### config.mk
export PLATFORM = sky130hd
export DESIGN_NAME = framed_command_parser_core
export DESIGN_NICKNAME = d
export VERILOG_FILES = /design/src/design/fcp_pkg.sv /design/src/design/framed_command_parser_core.sv
export SDC_FILE = /design/constraint.sdc
export NUM_CORES = 1
export LEC_CHECK = 0
export ABC_AREA = 1
export BUFFER_PORTS_ARGS = -buffer_cell sky130_fd_sc_hd__buf_4
export CORE_UTILIZATION = 55
export DETAILED_ROUTE_END_ITERATION = 16
export PLACE_DENSITY = 0.79
export SKIP_CTS_REPAIR_TIMING = 1
export SYNTH_ARGS = -nofsm -noshare
export SYNTH_HDL_FRONTEND = slang
export SYNTH_SLANG_ARGS = --single-unit
### constraint.sdc
create_clock -name aclk -period 8 [get_ports aclk]
set_input_delay 0.4 -clock aclk [delete_from_list [all_inputs] [get_ports aclk]]
set_output_delay 0.4 -clock aclk [all_outputs]
set_load 0.01 [all_outputs]
### src/design/fcp_pkg.sv
// Shared types, constants and the CRC step for the framed command parser.
package fcp_pkg;

    // Parser phase codes.
    localparam logic [1:0] PHASE_SYNC1 = 2'd0;
    localparam logic [1:0] PHASE_SYNC2 = 2'd1;
    localparam logic [1:0] PHASE_BODY  = 2'd2;

    // Link status codes.
    localparam logic [1:0] LINK_OK      = 2'd0;
    localparam logic [1:0] LINK_CRC_ERR = 2'd1;
    localparam logic [1:0] LINK_LEN_ERR = 2'd2;
    localparam logic [1:0] LINK_SEQ_ERR = 2'd3;

    // Frame layout.
    localparam int          BodyBytes  = 14;
    localparam logic [3:0]  LenPos     = 4'd1;
    localparam logic [3:0]  CrcEndPos  = 4'd11;
    localparam logic [3:0]  LastPos    = 4'd13;
    localparam logic [7:0]  PayloadLen = 8'd9;

    // Command byte bits.
    localparam int CmdAimBit   = 0;
    localparam int CmdShootBit = 1;
    localparam int CmdStopBit  = 2;

    // Reset values.
    localparam logic [7:0]  SyncFirstRst  = 8'hAA;
    localparam logic [7:0]  SyncSecondRst = 8'h55;
    localparam logic [15:0] CrcInit       = 16'hFFFF;
    localparam logic [15:0] CrcPoly       = 16'h1021;
    localparam logic [7:0]  CmdRst        = 8'h01;

    // Configuration register indexes (paddr word select).
    localparam logic REG_SYNC_FIRST  = 1'b0;
    localparam logic REG_SYNC_SECOND = 1'b1;

    typedef logic [7:0] byte_t;

    // One byte of CRC16-CCITT, MSB first.
    function automatic logic [15:0] crc_feed(input logic [15:0] crc_in, input byte_t b);
        logic [15:0] c;
        c = crc_in ^ {b, 8'h00};
        for (int k = 0; k < 8; k++) begin
            if (c[15]) begin
                c = {c[14:0], 1'b0} ^ CrcPoly;
            end else begin
                c = {c[14:0], 1'b0};
            end
        end
        return c;
    endfunction

endpackage

### src/design/framed_command_parser_core.sv
// Framed command parser: sync hunt, body capture, CRC16 check and command latch.
//
//  Channel   Direction  Handshake               Payload
//  s_        in         s_valid / s_ready       s_rx_byte, one received byte per request
//  m_        out        m_valid / m_ready       link status, latched frame data and flags
//  APB       in/out     psel/penable/pready     sync byte registers at 0x0 and 0x4
//
// Each request is registered, then parsed; one byte per cycle is sustained, save for the wait below.
// A result appears in the cycle after the request that causes it is processed.
// The result register is the latched state itself; while it waits, bytes that
// do not finish a frame keep flowing, and a byte that would finish one waits.
// Reset (aresetn low, synchronous) clears the parser to hunting the first sync byte.
module framed_command_parser_core (
    input  logic               aclk,
    input  logic               aresetn,
    // Byte input
    input  logic               s_valid,
    output logic               s_ready,
    input  fcp_pkg::byte_t     s_rx_byte,
    // Result output
    output logic               m_valid,
    input  logic               m_ready,
    output logic [1:0]         m_link_status,
    output fcp_pkg::byte_t     m_peer_status,
    output fcp_pkg::byte_t     m_frame_seq,
    output logic               m_data_valid,
    output logic [31:0]        m_target_yaw_bits,
    output logic [31:0]        m_target_pitch_bits,
    output fcp_pkg::byte_t     m_command_byte,
    output logic               m_shoot_flag,
    output logic               m_send_flag,
    // Configuration
    input  logic               psel,
    input  logic               penable,
    input  logic               pwrite,
    input  logic [2:0]         paddr,
    input  logic [31:0]        pwdata,
    output logic [31:0]        prdata,
    output logic               pready
);
    import fcp_pkg::*;

    // Configuration registers.
    byte_t sync_first_reg, sync_second_reg;

    // Input stage.
    logic  in_valid_reg;
    byte_t in_byte_reg;

    // Parser state.
    logic [1:0]  phase_reg, phase_next;
    logic [3:0]  count_reg, count_next;
    byte_t       body_reg [BodyBytes];
    logic [15:0] crc_reg, crc_next;
    logic        seen_reg, seen_next;

    // Latched result state, shown directly on the m_ port.
    logic        out_valid_reg, out_valid_next;
    logic [1:0]  status_reg, status_next;
    byte_t       partner_reg, partner_next;
    byte_t       seq_reg, seq_next;
    logic        dvalid_reg, dvalid_next;
    logic [31:0] yaw_reg, yaw_next;
    logic [31:0] pitch_reg, pitch_next;
    byte_t       cmd_reg, cmd_next;
    logic        shoot_reg, shoot_next;
    logic        send_reg, send_next;

    logic        produce;
    logic        body_wr;
    logic        advance;
    logic [15:0] rx_crc;

    // Configuration port: writes in the access phase, reads return the register.
    assign pready = 1'b1;
    always_ff @(posedge aclk) begin
        if (!aresetn) begin
            sync_first_reg  <= SyncFirstRst;
            sync_second_reg <= SyncSecondRst;
        end else if (psel && penable && pwrite) begin
            if (paddr[2] == REG_SYNC_FIRST) begin
                sync_first_reg <= pwdata[7:0];
            end else begin
                sync_second_reg <= pwdata[7:0];
            end
        end
    end
    assign prdata = (paddr[2] == REG_SYNC_SECOND) ? {24'd0, sync_second_reg}
                                                  : {24'd0, sync_first_reg};

    // Received CRC is little-endian in the last two body bytes.
    assign rx_crc = {in_byte_reg, body_reg[12]};

    // Parse step for the registered byte.
    always_comb begin
        phase_next   = phase_reg;
        count_next   = count_reg;
        crc_next     = crc_reg;
        seen_next    = seen_reg;
        status_next  = status_reg;
        partner_next = partner_reg;
        seq_next     = seq_reg;
        dvalid_next  = dvalid_reg;
        yaw_next     = yaw_reg;
        pitch_next   = pitch_reg;
        cmd_next     = cmd_reg;
        shoot_next   = shoot_reg;
        send_next    = send_reg;
        produce      = 1'b0;
        body_wr      = 1'b0;
        case (phase_reg)
            PHASE_SYNC1: begin
                if (in_byte_reg == sync_first_reg) begin
                    phase_next = PHASE_SYNC2;
                end
            end
            PHASE_SYNC2: begin
                if (in_byte_reg == sync_second_reg) begin
                    count_next = 4'd0;
                    crc_next   = CrcInit;
                    phase_next = PHASE_BODY;
                end else begin
                    phase_next = PHASE_SYNC1;
                end
            end
            PHASE_BODY: begin
                body_wr    = 1'b1;
                count_next = count_reg + 4'd1;
                if (count_reg <= CrcEndPos) begin
                    crc_next = crc_feed(crc_reg, in_byte_reg);
                end
                if (count_reg == LenPos && in_byte_reg != PayloadLen) begin
                    // Bad length is reported as soon as it arrives.
                    status_next = LINK_LEN_ERR;
                    dvalid_next = 1'b0;
                    phase_next  = PHASE_SYNC1;
                    count_next  = 4'd0;
                    produce     = 1'b1;
                end else if (count_reg == LastPos) begin
                    // Frame complete: check CRC, then sequence, then latch.
                    partner_next = body_reg[0];
                    phase_next   = PHASE_SYNC1;
                    count_next   = 4'd0;
                    produce      = 1'b1;
                    if (rx_crc != crc_reg) begin
                        status_next = LINK_CRC_ERR;
                        dvalid_next = 1'b0;
                    end else begin
                        if (seen_reg && body_reg[2] != seq_reg + 8'd1) begin
                            status_next = LINK_SEQ_ERR;
                        end else begin
                            status_next = LINK_OK;
                        end
                        dvalid_next = 1'b1;
                        seen_next   = 1'b1;
                        seq_next    = body_reg[2];
                        yaw_next    = {body_reg[6], body_reg[5], body_reg[4], body_reg[3]};
                        pitch_next  = {body_reg[10], body_reg[9], body_reg[8], body_reg[7]};
                        cmd_next    = body_reg[11];
                        if (body_reg[11][CmdStopBit]) begin
                            shoot_next = 1'b0;
                            send_next  = 1'b0;
                        end
                        if (body_reg[11][CmdAimBit]) begin
                            send_next = 1'b1;
                        end
                        if (body_reg[11][CmdShootBit]) begin
                            shoot_next = 1'b1;
                        end
                    end
                end
            end
            default: begin
                phase_next = PHASE_SYNC1;
                count_next = 4'd0;
            end
        endcase
    end

    // A byte moves on unless it makes a result while the last one still waits.
    assign advance = in_valid_reg && (!produce || !out_valid_reg || m_ready);
    assign s_ready = !in_valid_reg || advance;

    always_comb begin
        out_valid_next = out_valid_reg && !m_ready;
        if (advance && produce) begin
            out_valid_next = 1'b1;
        end
    end

    // Input register.
    always_ff @(posedge aclk) begin
        if (!aresetn) begin
            in_valid_reg <= 1'b0;
        end else if (s_ready) begin
            in_valid_reg <= s_valid;
        end
        if (s_valid && s_ready) begin
            in_byte_reg <= s_rx_byte;
        end
    end

    // Body byte store, written at the running byte position.
    always_ff @(posedge aclk) begin
        if (advance && body_wr) begin
            body_reg[count_reg] <= in_byte_reg;
        end
    end

    // Parser and result state.
    always_ff @(posedge aclk) begin
        if (!aresetn) begin
            phase_reg     <= PHASE_SYNC1;
            count_reg     <= 4'd0;
            crc_reg       <= CrcInit;
            seen_reg      <= 1'b0;
            out_valid_reg <= 1'b0;
            status_reg    <= LINK_OK;
            partner_reg   <= 8'd0;
            seq_reg       <= 8'd0;
            dvalid_reg    <= 1'b0;
            yaw_reg       <= 32'd0;
            pitch_reg     <= 32'd0;
            cmd_reg       <= CmdRst;
            shoot_reg     <= 1'b0;
            send_reg      <= 1'b0;
        end else begin
            out_valid_reg <= out_valid_next;
            if (advance) begin
                phase_reg   <= phase_next;
                count_reg   <= count_next;
                crc_reg     <= crc_next;
                seen_reg    <= seen_next;
                status_reg  <= status_next;
                partner_reg <= partner_next;
                seq_reg     <= seq_next;
                dvalid_reg  <= dvalid_next;
                yaw_reg     <= yaw_next;
                pitch_reg   <= pitch_next;
                cmd_reg     <= cmd_next;
                shoot_reg   <= shoot_next;
                send_reg    <= send_next;
            end
        end
    end

    // Result port.
    assign m_valid             = out_valid_reg;
    assign m_link_status       = status_reg;
    assign m_peer_status       = partner_reg;
    assign m_frame_seq         = seq_reg;
    assign m_data_valid        = dvalid_reg;
    assign m_target_yaw_bits   = yaw_reg;
    assign m_target_pitch_bits = pitch_reg;
    assign m_command_byte      = cmd_reg;
    assign m_shoot_flag        = shoot_reg;
    assign m_send_flag         = send_reg;

endmodule

* Yosys cells after proc, flatten, opt, wreduce, memory -nomap -nowiden
Memory sizes are Yosys's and may differ from the RTL's. A register that Yosys moved wholly into a read port is not among the register bits. Index checks and enable logic that the tools add are counted.
Storage, ports and cells: RAM bits 112, input port bits 50, flip-flop bits (word level) 70, memories kept 1, logic and storage cells 137
Memory list:
- body_reg | words 14, bits a word 8, rd ports 12, clocked after memory_dff 9, write ports 1, RTL line framed_command_parser_core.sv:53 | byte_t body_reg [BodyBytes];
Operators by class: equality and inequality tests 13, mux-type cells 52, $lt $le $gt $ge 1, add/subtract/negate cells 2, reduce and logical (&&, ||, !) cells 40, bitwise logic cells 13
Operators with widths (number):
- two-way mux 16 bit | 16
- two-way mux 13 bit | 8
- one-hot mux 16 bit (2 select lines) | 1
- NOT 3 bit | 8
- equality test 8 bit | 2
- two-way mux 2 bit | 8
- inequality test 16 bit | 1
- XOR 16 bit | 1
- logical NOT 1 bit | 13
- two-way mux 1 bit | 13
- two-way mux 4 bit | 3
- one-hot mux 4 bit (3 select lines) | 1
- AND reduction 6 bit | 2
- logical AND 1 bit | 9
- AND reduction 3 bit | 3
- adder 8 x 1 -> 8 bit (second input constant) | 1
- two-way mux 8 bit | 1
- inequality test 8 x 4 -> 1 bit (second input constant) | 1
- inequality test 8 bit | 1
- AND reduction 4 bit | 2
- nonzero test 2 bit | 4
- inequality test 2 bit (second input constant) | 3
- one-hot mux 2 bit (3 select lines) | 1
- AND reduction 5 bit | 1
- 11 further kinds | 17

* Longest topological paths before layout
depth after elaboration 33, mapped depth 14

* Worst setup path after synthesis
OpenSTA, ideal clock, no wires.
kind register -> register, from reg in_byte_reg[7], to mem body_reg[8][0] in the netlist's numbering (enable), path slack 5.505 ns, period minus slack after synthesis 2.495 ns, setup time 0.383 ns, arrival 2.112 ns, stages on the path, launching flop included 10, cells stage by stage edfxtp_1 > nor2_1 > nand2_1 > o21ai_2 > nand2_2 > nand2_1 > nand2_1 > nor2_1 > nand2_1 > nor3_1
On the way: word-level cells in the longest chain between the ends 11
RTL lines:
- from (decl) | RTL line framed_command_parser_core.sv:48 | byte_t in_byte_reg;
- from (signal assigned) | RTL line framed_command_parser_core.sv:199 | in_byte_reg <= s_rx_byte;
- inequality test 8 x 4 -> 1 bit | RTL line framed_command_parser_core.sv:132 | if (count_reg == LenPos && in_byte_reg != PayloadLen) begin
- logical AND 1 bit | RTL line framed_command_parser_core.sv:132
- two-way mux 1 bit | RTL line framed_command_parser_core.sv:132
- two-way mux 1 bit | RTL line framed_command_parser_core.sv:111 | case (phase_reg)
- logical NOT 1 bit | RTL line framed_command_parser_core.sv:181 | assign advance = in_valid_reg && (!produce || !out_valid_reg || m_ready);
- logical OR 1 bit (2 in series) | RTL line framed_command_parser_core.sv:181
- logical AND 1 bit | RTL line framed_command_parser_core.sv:181
- logical AND 1 bit | RTL line framed_command_parser_core.sv:205 | if (advance && body_wr) begin
- two-way mux 1 bit | RTL line framed_command_parser_core.sv:205
- two-way mux 1 bit (implied by the code) | RTL line framed_command_parser_core.sv:206 | body_reg[count_reg] <= in_byte_reg;
- to (decl) | RTL line framed_command_parser_core.sv:53
No other way between the ends.

* Worst setup path after layout
from reg in_byte_reg[6], to reg pitch_reg[7], in the netlist m_target_pitch_bits[7], read port of body_reg
On the way: word-level cells in the longest chain between the ends 9
RTL lines:
- inequality test 8 x 4 -> 1 bit | RTL line framed_command_parser_core.sv:132
- logical AND 1 bit | RTL line framed_command_parser_core.sv:132
- two-way mux 1 bit | RTL line framed_command_parser_core.sv:132
- two-way mux 1 bit | RTL line framed_command_parser_core.sv:111
- logical NOT 1 bit | RTL line framed_command_parser_core.sv:181
- logical OR 1 bit (2 in series) | RTL line framed_command_parser_core.sv:181
- logical AND 1 bit | RTL line framed_command_parser_core.sv:181
- AND reduction 5 bit (no source line) (*)
- to (decl) | RTL line framed_command_parser_core.sv:64 | logic [31:0] pitch_reg, pitch_next;
Mark *: on every way between the ends. The rest lies on a longest branch, timed or not. A chain may end at the register's enable or synchronous reset.

==> metrics.md <==
| Metric | Value |
|---|---|
| Reg2reg start | `in_byte_reg[6]$_DFFE_PP_` |
| Commonest non-fill, non-tap cell in the layout | `nand2_1` |
| Worst Path Arrival | `4.14 ns` |
| Post-synth EDFFs | `104` |
| Clock Skew | `0.0208 ns` |
| Ys Warns | `0` |
| Final min period | `3.73 ns` |
| Initial DRC count | `615` |
| Status | `finished clean` |
| Worst-Margin Slew | `between 1 and 1.5 ns` |
| Clock Pin Slew Worst Setup and Hold Paths | `0.06 ns` |
| Final instance area | `0.0116 mm²` |
| Die area | `0.0186 mm²` |
| Clk sinks | `roughly 240` |
| Hold_sp | `s_rx_byte[2]` |
| Most frequent cells in the layout | `nand2_1 (310), nor2_1 (242), dfxtp_1 (134), buf_4 (134), inv_1 (130)` |
| VDD IR-drop max | `~0.15 mV` |
| CP required | `8.40 ns` |
| Diode count | `0` |
| Seq/Total Area, Yosys | `0.586` |
| #FFs+latches synth | `238` |
| CP startpoint | `in_byte_reg[6]$_DFFE_PP_` |
| Dpl cell area | `~0.011 mm²` |
| Post-Syn Area | `0.00991 mm²` |
| Syn_area_per_cell | `8.48 µm²` |
| Drt first pass iters | `5` |
| Critical path class | `reg2reg` |
| Grt total ovfl | `0` |
| Fin Setup TNS | `0 ns` |
| Power per Cell Area | `212 mW/mm²` |
| Vias in the first global route | `6763` |
| Core area | `between 0.015 and 0.02 mm²` |
| HP Class | `in2reg` |
| Final period util | `0.466` |
| Hpwl dp | `between 10 and 15 mm` |
| Most common flop cell mapped by yosys | `dfxtp_1` |
| Drt wl/cell | `13.7 µm` |
| Mapped Cells | `1168` |
| Pleak | `between 0.005 and 0.006 µW` |
| Chip Height | `136 µm` |
| Final hold vios | `0` |
| Max FO, Critical Path | `101` |
| Routability cong. | `around 0.84` |
| GRT Util Overall | `0.228` |
| Setup crit start kind | `flop` |
| First-pass GRT wire length | `33.2 mm` |
| Initial Util | `0.569` |
| Worst skew pair latency | `about 0.52 ns` |
| Max clock buf depth | `3` |
| FMAX | `0.268 GHz` |
| Routed WL | `about 21 mm` |
| Cell variety after synth | `33` |
| Antenna Nets Post-Route | `0` |
| Root Buffer | `clkbuf_16` |
| Largest net degree at the start of global routing | `102` |
| Worst setup EP type | `flop` |
| Final Slew Violations | `0` |
| Max-Cap Viols | `0` |
| Die Wd | `between 100 and 150 µm` |
| Hold Slack | `0.0601 ns` |
| FILL cells | `around 1400` |
| Vias | `7534` |
| Nets | `~1300` |
| Async set-reset flop share out of synthesis | `0` |
| H-tree lvl count | `1` |
| Max-slew headroom at the worst pin | `0.182` |
| Synth-to-layout area growth | `17.6%` |
| Vias per inst | `4.93` |
| RSZ-0062 raised after global routing | `no` |
| # rows | `48` |
| CTS tree | `done` |
| Number of remaining DRC errors | `0` |
| Max FFs per register | `between 90 and 100` |
| Port bufs | `126` |
| CTS Buf Count | `24` |
| Num ports | `178` |
| Fraction of layout cells with a size suffix above 1 | `0.143` |
| Final setup violation count | `0` |
| Initial antenna violation count | `0` |
[synth_stat cells, types with 4 or more instances]
| cell | count | area share |
|---|---|---|
| o21ai_0 | 30 | 0.015 |
| buf_6 | 4 | 0.0045 |
| clkbuf_1 | 18 | 0.0068 |
| dfxtp_1 | 134 | 0.27 |
| nand3_1 | 52 | 0.026 |
| xor2_1 | 20 | 0.018 |
| inv_1 | 130 | 0.049 |
| nor2_1 | 242 | 0.092 |
| buf_2 | 8 | 0.0040 |
| a21oi_1 | 18 | 0.0091 |
| nor3_1 | 5 | 0.0025 |
| buf_4 | 34 | 0.026 |
| xnor2_1 | 13 | 0.011 |
| edfxtp_1 | 104 | 0.32 |
| nand4_1 | 18 | 0.011 |
| nand2_1 | 310 | 0.12 |
[power breakdown]
| group | leakage [µW] | internal, µW | switching, µW |
|---|---|---|---|
| Sequential | 0.00202 | 1280 | 23.7 |
| Combinational | 0.00306 | 28.2 | 52.1 |
| Clock | 0.000367 | 624 | 460 |
[stage by stage]
stage / cells / worst slack (ns) / util / total power [µW]
4_1_cts: 1529 / 4.37 / 0.669 / 2480
3_5_place_dp: 1485 / 4.47 / 0.624 / 1410
5_1_grt: 1529 / 4.04 / 0.669 / 2530
3_3_place_gp: 1485 / 4.54 / 0.624 / 1410
2_1_floorplan: 1191 / 5.50 / - / 1380
6_report: 1529 / 4.27 / 0.669 / 2470
[cell type report]
type	instances	area (µm²)	share of cell area
clock buffers	31	668	0.0574
flip-flops and latches	238	5810	0.498
repair buffers	134	1010	0.0864
inverters	135	507	0.0435
multi-input cells	753	3280	0.281
well taps	225	282	0.0242
clock inverters	13	104	0.00892
[kinds of logic after synthesis]
family	Yosys count	share of synthesized area
AO/OA/AOI/OAI	56	0.0316
adder cells (fa/ha/maj)	1	0.00126
other	2	0.000758
XOR/XNOR	34	0.0308
buffers and inverters	200	0.0927
flip-flops	238	0.586
AND/OR/NAND/NOR	637	0.257
[path summary, 6_finish.rpt]
kind,cells after the start,end,slack (ns)
hold / removal,1,in_byte_reg[2]$_DFFE_PP_,0.06
hold reg to reg,2,m_target_yaw_bits[3]$_SDFFE_PN0P_,0.47
setup / recovery,11,m_target_pitch_bits[7]$_SDFFE_PN0P_,4.27
setup reg to reg,11,m_target_pitch_bits[7]$_SDFFE_PN0P_,4.27
[layer usage]
| metal | vias up | routed length [µm] | GRT usage |
|---|---|---|---|
| met5 | - | 0 | 0 |
| li1 | 3817 | - | - |
| met2 | 225 | 10000 | 0.375 |
| met3 | 42 | 1190 | 0.0369 |
| met4 | 0 | 508 | 0.0710 |
| met1 | 3450 | 9230 | 0.309 |
[critical path, stage by stage (launching register included)]
cell and delay [ns]:
edfxtp_1 1.01, xor2_1 0.40, nor2_1 0.08, nand2_1 0.08, nor2_1 0.07, nand2_2 0.11, inv_2 0.08, nand2_4 0.45
buf_4 0.82, nand2_1 0.21, nand2_1 0.13, nor2_1 0.06
Power figures use the tool's default switching activity.
